`src/rtl/core/rotating_priority_crossbar_unit_macros.svh`:
```
// assertion macros for the rotating priority crossbar unit
// expects clk and rst_n in the scope where a macro is used
`ifndef ROTATING_PRIORITY_CROSSBAR_UNIT_MACROS_SVH
`define ROTATING_PRIORITY_CROSSBAR_UNIT_MACROS_SVH
`ifndef SYNTHESIS
`define RPC_ASSERT_SAME(name, ante, cons) \
    name: assert property (@(posedge clk) disable iff (!rst_n) (ante) |-> (cons)) \
        else $error("rpc assertion failed");
`define RPC_ASSERT_NEXT(name, ante, cons) \
    name: assert property (@(posedge clk) disable iff (!rst_n) (ante) |=> (cons)) \
        else $error("rpc assertion failed");
`else
`define RPC_ASSERT_SAME(name, ante, cons)
`define RPC_ASSERT_NEXT(name, ante, cons)
`endif
`endif

```
`src/rtl/core/rpc_pkg.sv`:
```
// shared types and fixed field widths of the rotating priority crossbar
// no dependencies
package rpc_pkg;

    localparam int REQ_MASK_W = 4;
    localparam int REQ_DATA_W = 64;

    // routing dimension held in the config register
    typedef enum logic
    {
        DIM_ROW = 1'b0,
        DIM_COL = 1'b1
    } rpc_dim_t;

    // stage load enables shared by all lanes
    typedef struct packed
    {
        logic en1;
        logic en2;
        logic en3;
    } rpc_adv_t;

endpackage

```
`src/rtl/core/rpc_if.sv`:
```
// request and result channel interfaces of the rotating priority crossbar
// depends on rpc_pkg
interface rpc_req_if import rpc_pkg::*; ();
    logic                  valid;
    logic                  ready;
    logic [REQ_MASK_W-1:0] request_valid;
    logic [REQ_DATA_W-1:0] request_ids;
    logic [REQ_DATA_W-1:0] request_values;
    logic [REQ_MASK_W-1:0] output_full;

    modport source (output valid, request_valid, request_ids, request_values, output_full,
                    input ready);
    modport sink (input valid, request_valid, request_ids, request_values, output_full,
                  output ready);
endinterface

interface rpc_res_if import rpc_pkg::*; ();
    logic                  valid;
    logic                  ready;
    logic [REQ_MASK_W-1:0] grant_mask;
    logic [REQ_MASK_W-1:0] out_valid;
    logic [REQ_DATA_W-1:0] out_ids;
    logic [REQ_DATA_W-1:0] out_values;

    modport source (output valid, grant_mask, out_valid, out_ids, out_values, input ready);
    modport sink (input valid, grant_mask, out_valid, out_ids, out_values, output ready);
endinterface

```
`src/rtl/core/rpc_lane.sv`:
```
// one routing lane: destination port of one input port's id, three stages
// depends on rpc_pkg
module rpc_lane import rpc_pkg::*;
#(
    parameter int PORTS   = 4,
    parameter int COLUMNS = 4,
    parameter int NODES   = 16,
    parameter int ID_BITS = 16
)
(
    input  logic               clk,
    input  rpc_adv_t           adv,
    input  rpc_dim_t           dim_sel,
    input  logic [ID_BITS-1:0] id,
    output logic [PORTS-1:0]   dest_hot
);

    localparam int NW  = $clog2(NODES);
    localparam int CW  = $clog2(COLUMNS);
    localparam int MW  = ID_BITS + 1;
    localparam int XW  = ID_BITS + 9;
    localparam int K_N = ID_BITS + NW;
    localparam int K_C = ID_BITS + CW;
    localparam int K_R = NW + CW;
    localparam longint unsigned M_N = ((64'd1 << K_N) + NODES - 1) / NODES;
    localparam longint unsigned M_C = ((64'd1 << K_C) + COLUMNS - 1) / COLUMNS;
    localparam longint unsigned M_R = ((64'd1 << K_R) + COLUMNS - 1) / COLUMNS;
    localparam logic [MW-1:0] MN_C = MW'(M_N);
    localparam logic [MW-1:0] MC_C = MW'(M_C);
    localparam logic [NW:0]   MR_C = (NW + 1)'(M_R);

    logic [ID_BITS-1:0]       id1_reg;
    logic [ID_BITS-1:0]       qn_reg;
    logic [ID_BITS-1:0]       qc_reg;
    logic [ID_BITS-1:0]       qn_next;
    logic [ID_BITS-1:0]       qc_next;
    logic [NW-1:0]            rn_reg;
    logic [CW-1:0]            col_reg;
    logic [NW-1:0]            rn_next;
    logic [CW-1:0]            col_next;
    logic [PORTS-1:0]         hot_reg;
    logic [PORTS-1:0]         hot_next;
    logic [ID_BITS+MW-1:0]    prod_n;
    logic [ID_BITS+MW-1:0]    prod_c;
    logic [XW-1:0]            rem_n_full;
    logic [XW-1:0]            rem_c_full;
    logic [2*NW:0]            prod_r;
    logic [NW-1:0]            row;

    // quotients by reciprocal multiply, exact over the id range
    always_comb
    begin
        prod_n  = (ID_BITS + MW)'(id) * (ID_BITS + MW)'(MN_C);
        prod_c  = (ID_BITS + MW)'(id) * (ID_BITS + MW)'(MC_C);
        qn_next = ID_BITS'(prod_n >> K_N);
        qc_next = ID_BITS'(prod_c >> K_C);
    end

    // remainders
    always_comb
    begin
        rem_n_full = XW'(id1_reg) - XW'(qn_reg) * XW'(NODES);
        rem_c_full = XW'(id1_reg) - XW'(qc_reg) * XW'(COLUMNS);
        rn_next    = rem_n_full[NW-1:0];
        col_next   = rem_c_full[CW-1:0];
    end

    // row index, then one-hot destination
    always_comb
    begin
        prod_r = (2 * NW + 1)'(rn_reg) * (2 * NW + 1)'(MR_C);
        row    = NW'(prod_r >> K_R);
        for (int q = 0; q < PORTS; q++)
        begin
            if (dim_sel == DIM_COL)
                hot_next[q] = (32'(col_reg) == 32'(q));
            else
                hot_next[q] = (32'(row) == 32'(q));
        end
    end

    always_ff @(posedge clk)
    begin
        if (adv.en1)
        begin
            id1_reg <= id;
            qn_reg  <= qn_next;
            qc_reg  <= qc_next;
        end
        if (adv.en2)
        begin
            rn_reg  <= rn_next;
            col_reg <= col_next;
        end
        if (adv.en3)
            hot_reg <= hot_next;
    end

    assign dest_hot = hot_reg;

endmodule

```
`src/rtl/core/rpc_merge.sv`:
```
// merge stage: rotating priority pick per output port over all lanes
// depends on rpc_pkg
module rpc_merge import rpc_pkg::*;
#(
    parameter int PORTS      = 4,
    parameter int ID_BITS    = 16,
    parameter int VALUE_BITS = 16
)
(
    input  logic [PORTS-1:0]              req_valid,
    input  logic [PORTS-1:0][PORTS-1:0]   dest_hot,
    input  logic [PORTS-1:0]              out_full,
    input  logic [$clog2(PORTS)-1:0]      ptr,
    input  logic [PORTS*ID_BITS-1:0]      ids,
    input  logic [PORTS*VALUE_BITS-1:0]   vals,
    output logic [PORTS-1:0]              grant,
    output logic [PORTS-1:0]              ovalid,
    output logic [PORTS*ID_BITS-1:0]      oids,
    output logic [PORTS*VALUE_BITS-1:0]   ovals
);

    localparam int PW = $clog2(PORTS);

    always_comb
    begin
        logic [PW:0]   sum;
        logic [PW-1:0] sel;
        logic          hit;
        grant  = '0;
        ovalid = '0;
        oids   = '0;
        ovals  = '0;
        sum    = '0;
        sel    = '0;
        hit    = 1'b0;
        for (int q = 0; q < PORTS; q++)
        begin
            hit = 1'b0;
            if (!out_full[q])
            begin
                for (int k = 0; k < PORTS; k++)
                begin
                    // scan from the pointer, wrapping past the last port
                    sum = (PW + 1)'(ptr) + (PW + 1)'(k);
                    if (sum >= (PW + 1)'(PORTS))
                        sum = sum - (PW + 1)'(PORTS);
                    sel = sum[PW-1:0];
                    if (!hit && req_valid[sel] && dest_hot[sel][q])
                    begin
                        hit                             = 1'b1;
                        grant[sel]                      = 1'b1;
                        ovalid[q]                       = 1'b1;
                        oids[q*ID_BITS +: ID_BITS]      = ids[sel*ID_BITS +: ID_BITS];
                        ovals[q*VALUE_BITS +: VALUE_BITS] =
                            vals[sel*VALUE_BITS +: VALUE_BITS];
                    end
                end
            end
        end
    end

endmodule

```
`src/rtl/core/rotating_priority_crossbar_unit.sv`:
```
// rotating priority crossbar unit: one switch allocation step of a 2-d noc router
// depends on rpc_pkg, rpc_if, rpc_lane, rpc_merge and the assertion macros
//
// usage
//  - req channel: one request per accepted handshake, carrying a valid bit, id and
//    value for every input port plus a full flag for every output port
//  - res channel: exactly one result per request, in order: grant mask per input,
//    forwarded valid, id and value per output port; unused entries read zero
//  - cfg_we / cfg_wdata write dimension_select (0 row, 1 column); write only while
//    no request is in flight
//  - a request passes three lane stages, then the merge into the output register
//  - throughput: one request per cycle while res is not stalled, set by the lane pipeline
//  - the priority pointer moves by one on every accepted request, wrapping at PORTS
//  - reset clears the pointer, the config register and all stage valids; the block
//    takes a request in the first cycle after reset
//  - a stalled result holds in the output register; stages behind it keep filling
//    until the pipeline is full, then req.ready drops
`include "rotating_priority_crossbar_unit_macros.svh"
module rotating_priority_crossbar_unit import rpc_pkg::*;
#(
    parameter int PORTS      = 4,
    parameter int COLUMNS    = 4,
    parameter int NODES      = 16,
    parameter int ID_BITS    = 16,
    parameter int VALUE_BITS = 16
)
(
    input  logic         clk,
    input  logic         rst_n,
    rpc_req_if.sink      req,
    rpc_res_if.source    res,
    input  logic         cfg_we,
    input  logic         cfg_wdata
);

    localparam int PW = $clog2(PORTS);
    localparam int IW = PORTS * ID_BITS;
    localparam int VW = PORTS * VALUE_BITS;

    // pipeline control
    logic           en1;
    logic           en2;
    logic           en3;
    logic           en4;
    logic           accept;
    rpc_adv_t       adv;
    logic [3:1]     vld_reg;
    logic [3:1]     vld_next;
    logic           out_vld_reg;
    logic           out_vld_next;
    logic [PW-1:0]  ptr_reg;
    logic [PW-1:0]  ptr_next;
    rpc_dim_t       dim_reg;
    rpc_dim_t       dim_next;

    // request payload carried alongside the lanes
    logic [PORTS-1:0] rv_reg   [1:3];
    logic [PORTS-1:0] full_reg [1:3];
    logic [PW-1:0]    pst_reg  [1:3];
    logic [IW-1:0]    ids_reg  [1:3];
    logic [VW-1:0]    vals_reg [1:3];

    // lane and merge results
    logic [PORTS-1:0][PORTS-1:0] hot;
    logic [PORTS-1:0]            m_grant;
    logic [PORTS-1:0]            m_ovalid;
    logic [IW-1:0]               m_oids;
    logic [VW-1:0]               m_ovals;

    // output register
    logic [PORTS-1:0] grant_reg;
    logic [PORTS-1:0] ovalid_reg;
    logic [IW-1:0]    oids_reg;
    logic [VW-1:0]    ovals_reg;

    // a stage loads when it is empty or its content moves on
    assign en4    = !out_vld_reg || res.ready;
    assign en3    = !vld_reg[3] || en4;
    assign en2    = !vld_reg[2] || en3;
    assign en1    = !vld_reg[1] || en2;
    assign accept = req.valid && en1;

    assign req.ready = en1;

    always_comb
    begin
        adv.en1 = en1;
        adv.en2 = en2;
        adv.en3 = en3;
    end

    always_comb
    begin
        vld_next[1]  = en1 ? req.valid  : vld_reg[1];
        vld_next[2]  = en2 ? vld_reg[1] : vld_reg[2];
        vld_next[3]  = en3 ? vld_reg[2] : vld_reg[3];
        out_vld_next = en4 ? vld_reg[3] : out_vld_reg;
        // pointer steps once per request, wrapping at the last port
        ptr_next     = ptr_reg;
        if (accept)
            ptr_next = (ptr_reg == PW'(PORTS - 1)) ? '0 : ptr_reg + 1'b1;
        dim_next     = cfg_we ? rpc_dim_t'(cfg_wdata) : dim_reg;
    end

    always_ff @(posedge clk or negedge rst_n)
    begin
        if (!rst_n)
        begin
            vld_reg     <= '0;
            out_vld_reg <= 1'b0;
            ptr_reg     <= '0;
            dim_reg     <= DIM_ROW;
        end
        else
        begin
            vld_reg     <= vld_next;
            out_vld_reg <= out_vld_next;
            ptr_reg     <= ptr_next;
            dim_reg     <= dim_next;
        end
    end

    // payload stages, no reset needed
    always_ff @(posedge clk)
    begin
        if (en1)
        begin
            rv_reg[1]   <= req.request_valid[PORTS-1:0];
            full_reg[1] <= req.output_full[PORTS-1:0];
            pst_reg[1]  <= ptr_reg;
            ids_reg[1]  <= req.request_ids[IW-1:0];
            vals_reg[1] <= req.request_values[VW-1:0];
        end
        if (en2)
        begin
            rv_reg[2]   <= rv_reg[1];
            full_reg[2] <= full_reg[1];
            pst_reg[2]  <= pst_reg[1];
            ids_reg[2]  <= ids_reg[1];
            vals_reg[2] <= vals_reg[1];
        end
        if (en3)
        begin
            rv_reg[3]   <= rv_reg[2];
            full_reg[3] <= full_reg[2];
            pst_reg[3]  <= pst_reg[2];
            ids_reg[3]  <= ids_reg[2];
            vals_reg[3] <= vals_reg[2];
        end
        if (en4)
        begin
            grant_reg  <= m_grant;
            ovalid_reg <= m_ovalid;
            oids_reg   <= m_oids;
            ovals_reg  <= m_ovals;
        end
    end

    // one routing lane per input port
    for (genvar p = 0; p < PORTS; p++)
    begin : g_lane
        rpc_lane #(
            .PORTS   (PORTS),
            .COLUMNS (COLUMNS),
            .NODES   (NODES),
            .ID_BITS (ID_BITS)
        ) u_lane (
            .clk      (clk),
            .adv      (adv),
            .dim_sel  (dim_reg),
            .id       (req.request_ids[p*ID_BITS +: ID_BITS]),
            .dest_hot (hot[p])
        );
    end

    // per-output arbitration across the lanes
    rpc_merge #(
        .PORTS      (PORTS),
        .ID_BITS    (ID_BITS),
        .VALUE_BITS (VALUE_BITS)
    ) u_merge (
        .req_valid (rv_reg[3]),
        .dest_hot  (hot),
        .out_full  (full_reg[3]),
        .ptr       (pst_reg[3]),
        .ids       (ids_reg[3]),
        .vals      (vals_reg[3]),
        .grant     (m_grant),
        .ovalid    (m_ovalid),
        .oids      (m_oids),
        .ovals     (m_ovals)
    );

    // result channel, entries above PORTS read zero
    assign res.valid      = out_vld_reg;
    assign res.grant_mask = REQ_MASK_W'(grant_reg);
    assign res.out_valid  = REQ_MASK_W'(ovalid_reg);
    assign res.out_ids    = REQ_DATA_W'(oids_reg);
    assign res.out_values = REQ_DATA_W'(ovals_reg);

    // only requesting ports are granted
    `RPC_ASSERT_SAME(a_grant_requested, vld_reg[3], (m_grant & ~rv_reg[3]) == '0)
    // a full output never forwards
    `RPC_ASSERT_SAME(a_full_blocks, vld_reg[3], (m_ovalid & full_reg[3]) == '0)
    // each grant feeds exactly one output
    `RPC_ASSERT_SAME(a_grant_count, res.valid,
        $countones(res.grant_mask) == $countones(res.out_valid))
    // pointer holds without a request and moves with one
    `RPC_ASSERT_NEXT(a_ptr_hold, !accept, $stable(ptr_reg))
    `RPC_ASSERT_NEXT(a_ptr_move, accept, ptr_reg != $past(ptr_reg))

endmodule
```
`src/flat_wrapper.sv`:
```
// flat-port wrapper written by rule: the top's interface ports become plain ports
module rotating_priority_crossbar_unit_flat import rpc_pkg::*;
#(
    parameter int PORTS      = 4,
    parameter int COLUMNS    = 4,
    parameter int NODES      = 16,
    parameter int ID_BITS    = 16,
    parameter int VALUE_BITS = 16
)
  (clk, rst_n, cfg_we, cfg_wdata, req_valid, req_request_valid, req_request_ids, req_request_values, req_output_full, req_ready, res_valid, res_grant_mask, res_out_valid, res_out_ids, res_out_values, res_ready);
  rpc_req_if req_i ();
  rpc_res_if res_i ();
  input  logic clk;
  input  logic rst_n;
  input  logic cfg_we;
  input  logic cfg_wdata;
  input wire logic [$bits(req_i.valid)-1:0] req_valid;
  input wire logic [$bits(req_i.request_valid)-1:0] req_request_valid;
  input wire logic [$bits(req_i.request_ids)-1:0] req_request_ids;
  input wire logic [$bits(req_i.request_values)-1:0] req_request_values;
  input wire logic [$bits(req_i.output_full)-1:0] req_output_full;
  output wire logic [$bits(req_i.ready)-1:0] req_ready;
  output wire logic [$bits(res_i.valid)-1:0] res_valid;
  output wire logic [$bits(res_i.grant_mask)-1:0] res_grant_mask;
  output wire logic [$bits(res_i.out_valid)-1:0] res_out_valid;
  output wire logic [$bits(res_i.out_ids)-1:0] res_out_ids;
  output wire logic [$bits(res_i.out_values)-1:0] res_out_values;
  input wire logic [$bits(res_i.ready)-1:0] res_ready;
  assign req_i.valid = req_valid;
  assign req_i.request_valid = req_request_valid;
  assign req_i.request_ids = req_request_ids;
  assign req_i.request_values = req_request_values;
  assign req_i.output_full = req_output_full;
  assign req_ready = req_i.ready;
  assign res_valid = res_i.valid;
  assign res_grant_mask = res_i.grant_mask;
  assign res_out_valid = res_i.out_valid;
  assign res_out_ids = res_i.out_ids;
  assign res_out_values = res_i.out_values;
  assign res_i.ready = res_ready;
  rotating_priority_crossbar_unit #(.PORTS(PORTS), .COLUMNS(COLUMNS), .NODES(NODES), .ID_BITS(ID_BITS), .VALUE_BITS(VALUE_BITS)) u_core (.clk(clk), .rst_n(rst_n), .req(req_i), .res(res_i), .cfg_we(cfg_we), .cfg_wdata(cfg_wdata));
endmodule
```
`config.mk`:
```
export PLATFORM = sky130hd
export DESIGN_NAME = rotating_priority_crossbar_unit_flat
export DESIGN_NICKNAME = d
export VERILOG_FILES = /design/src/rtl/core/rpc_pkg.sv /design/src/rtl/core/rpc_if.sv /design/src/rtl/core/rpc_lane.sv /design/src/rtl/core/rpc_merge.sv /design/src/rtl/core/rotating_priority_crossbar_unit.sv /design/src/flat_wrapper.sv
export VERILOG_INCLUDE_DIRS = /design/src /design/src/rtl/core
export SDC_FILE = /design/constraint.sdc
export NUM_CORES = 1
export LEC_CHECK = 0
export ABC_CLOCK_PERIOD_IN_PS = 9000
export BUFFER_PORTS_ARGS = -buffer_cell sky130_fd_sc_hd__buf_2
export CORE_MARGIN = 2
export CORE_UTILIZATION = 41
export CTS_BUF_LIST = sky130_fd_sc_hd__clkbuf_2 sky130_fd_sc_hd__clkbuf_4 sky130_fd_sc_hd__clkbuf_8
export DETAILED_ROUTE_END_ITERATION = 10
export GPL_TIMING_DRIVEN = 1
export HOLD_SLACK_MARGIN = 0.15
export PLACE_DENSITY = 0.57
export SKIP_LAST_GASP = 1
export SYNTH_ARGS = -nofsm -noshare
export SYNTH_HDL_FRONTEND = slang
export SYNTH_SLANG_ARGS = --single-unit
```
`constraint.sdc`:
```
create_clock -name clk -period 9 [get_ports clk]
set_input_delay 1.8 -clock clk [delete_from_list [all_inputs] [get_ports clk]]
set_output_delay 1.8 -clock clk [all_outputs]
set_load 0.01 [all_outputs]
```
==> summary.txt <==
Drt
  • Initial DRT Pass Iterations: 5
  • Routed WL per cell: 25.3 microns
  • Routed Antenna Nets: 0
  • Iter 0 DRT Violations: 1690
  • Overall routed net length: 71.9 mm
  • Detailed-route via count: 17100
  • DR vias/cell: 6.01
  • DR DRC count: 0

Worst setup path
  • Slowest CP cell: nand2_2
  • CP Cell Sequence: buf_4, inv_1, ha_4, buf_4, mux4_2, nand2_2, nand2_1, nor3_4, buf_4, a221o_1, a211o_1
  • CP arrival: 6.66 ns
  • Crit-path max FO: 42
  • R2r startpoint: u_core.pst_reg[0][6]
  • Worst Path Class, Setup: reg -> reg
  • Most used cell, CP: buf_4
  • CP startpoint kind: flop
  • Worst setup path start: u_core.pst_reg[0][6]
  • Max incr delay on CP: 0.84 ns
  • Worst setup EP type: flop
  • Bufs and invs on worst path: 4
  • Worst path top cell family by delay: buffers and inverters
  • Worst EP required: 9.56 ns

Synthesis
  • Mapped Area: 26000 sq um
  • Sequential share of the synthesized area: 66.1%
  • Mapped Cells: 1677
  • Main combinational cell family by area after synthesis: multiplexers
  • Asr flop ratio synth: 1.22%
  • Ys Warns: 0
  • EDFF count, synth: 566
  • Synth Area in XOR/XNOR: 0%
  • Top cells by area, synth: edfxtp_1 65%, mux4_2 12%, a21oi_1 2.7%
  • Avg Inst Size Synth: 15.5 sq um
  • Synth Area in Adders: 0.241%
  • Yosys cell types: 49
  • Count of state elements after synthesis: 573
  • Cell taking the most area after synthesis: edfxtp_1
  • Yosys top cell area share: 65.4%
  • Synth Net Count: 1824
  • Primary FF master, synth: edfxtp_1
  • Multiplexer share of the synthesized area: 12.8%
  • Compound-Gate Fraction of Synth Area: 11.3%
  • Post-Synth Simple-Gate Area: 6.65%

Final layout
  • Max reg flops: 192
  • Layout area overhead: 15.2%
  • Post-route non-filler standard cell count: 2844
  • Most common cell after layout, fill and taps aside: edfxtp_1
  • Fill cells: 5560
  • Commonest non-fill, non-tap cells in the layout: 566 x edfxtp_1, 279 x buf_2, 151 x nand2_1
  • Fin nets: 2076
  • Post-layout util: 47.6%
  • FF/Latch Area: 17200 sq um
  • Fraction of layout cells with a size suffix above 1: 31.1%
  • Multi-input logic area: 8110 sq um

Floorplanning
  • Initial core utilization: 41.3%
  • # IOs: 280
  • Die Area: 65400 sq um
  • Die width: 256 microns
  • Row count: 92
  • Core Area: 62900 sq um
  • DIE HEIGHT: 256 microns

Clock network
  • CTS sink cnt: 573
  • Hold-fix buffers at CTS: 0
  • CTS tree: yes
  • Post-CTS resize count: 0
  • Worst-path clk slew: 0.06 ns
  • CTS Root Cell: clkbuf_8
  • Worst-Skew Late Latency: 0.72 ns
  • Number of CTS-inserted buffers: 96
  • H-tree depth reported by CTS: 3
  • Longest Clk Path Bufs: 3
  • # Post-CTS Setup Buffers: 0

Run status
  • Status: finished, final reports clean

STA
  • Clock skew: 0.0540 ns
  • # setup viols final: 0
  • Final Cycle Share: 67.8%
  • Max-slew violation count: 0
  • RSZ-0062 raised after global routing: no
  • Slew margin rel.: 16.1%
  • Fin crit period: 6.10 ns
  • Max Clk Rate: 164 MHz
  • Slew @ Worst Pin: 1.26 ns
  • Setup TNS: 0 ns
  • Hold Vio Cnt, Final: 0

GRT
  • Largest net degree at the start of global routing: 84
  • First-pass GRT wire length: 108 mm
  • Antenna violations before repair: 3
  • Global route overflow: 0
  • Overall Global Routing Usage: 21.7%
  • Vias in the first global route: 17000

Power
  • Worst IR Drop VDD: 0.177 mV
  • Static Leak: 0.0109 uW
  • Power per Cell Area: 359 nW/um^2

Placement
  • HPWL after DPL: 44.2 mm
  • Placed cells: 2677
  • Routability cong.: 0.841
  • Port Buffers: 279

Worst hold path
  • Min-delay src: u_core.vals_reg[0][160]
  • Worst hold path class: reg -> reg

Job
  • Max Cap Viol: 0
[kinds of logic (layout without fill, tap and decap cells)]
| family | Yosys count | count (layout) |
|---|---|---|
| AND/OR/NAND/NOR | 356 | 356 |
| buffers and inverters | 166 | 484 |
| multiplexers | 152 | 152 |
| other | 0 | 3 |
| flip-flops | 573 | 573 |
| adder cells (fa/ha/maj) | 5 | 5 |
| AO/OA/AOI/OAI | 425 | 425 |
[per-layer routing]
metal | share of wire (%) | GRT usage, % | routed length, microns | vias up
li1 | - | - | - | 7367
met1 | 40 | 28.5 | 28800 | 8652
met5 | 0.029 | 0 | 21 | -
met3 | 7.8 | 4.90 | 5600 | 165
met4 | 3.0 | 8.28 | 2180 | 4
met2 | 49 | 35.3 | 35300 | 894
[final timing paths]
kind | depth (start not counted) | slack, ns | to
min reg2reg | 0 | 0.38 | u_core.vals_reg[0][224]
min in group asynchronous | 1 | 0.93 | u_core.vld_reg[1]
max in group asynchronous | 1 | 7.89 | u_core.ptr_reg[1]
max reg2reg | 11 | 2.90 | u_core.res.grant_mask[1]
max | 11 | 2.90 | u_core.res.grant_mask[1]
min | 0 | 0.38 | u_core.vals_reg[0][224]
[where the power goes]
part / leakage [uW] / switching, uW / internal, uW
clock: 0.00102 / 1050 / 1350
sequential: 0.00592 / 363 / 3650
combinational: 0.00393 / 2620 / 1710
[final cells by class]
cell class / count / share of cell area (%)
multi-input combinational: 938 / 27.1
timing repair buffer: 302 / 5.24
inverter: 18 / 0.242
clock buffer: 124 / 5.16
tap: 846 / 3.54
antenna: 3 / 0.0251
sequential: 573 / 57.3
clock inverter: 40 / 1.38
[synthesized netlist by cell type (7+ instances only)]
cell	count
nand3_1	39
buf_6	7
inv_1	18
a22oi_1	32
nand2b_1	11
o22ai_1	8
nand2_1	157
mux4_2	143
and2_1	13
a21oi_1	138
edfxtp_1	566
clkbuf_1	74
o21ai_0	73
nor2_1	48
buf_1	10
buf_2	48
a311o_1	66
a221oi_1	34
and3_1	68
a2bb2oi_1	32
dfrtp_1	7
buf_4	9
o32ai_1	12
[per-stage QoR]
stage	power, uW	cell area (sq um)	hold slack (ns)	setup WS, ns
after floorplan	6990	26000	0.400	1.22
after global placement	8260	28000	0.405	3.10
after detailed placement	8320	28000	0.405	2.85
after CTS	10800	29900	0.394	2.74
after global routing	11300	29900	0.412	2.56
final	10700	29900	0.378	2.90
No activity file was read; power rests on OpenSTA's default activity.
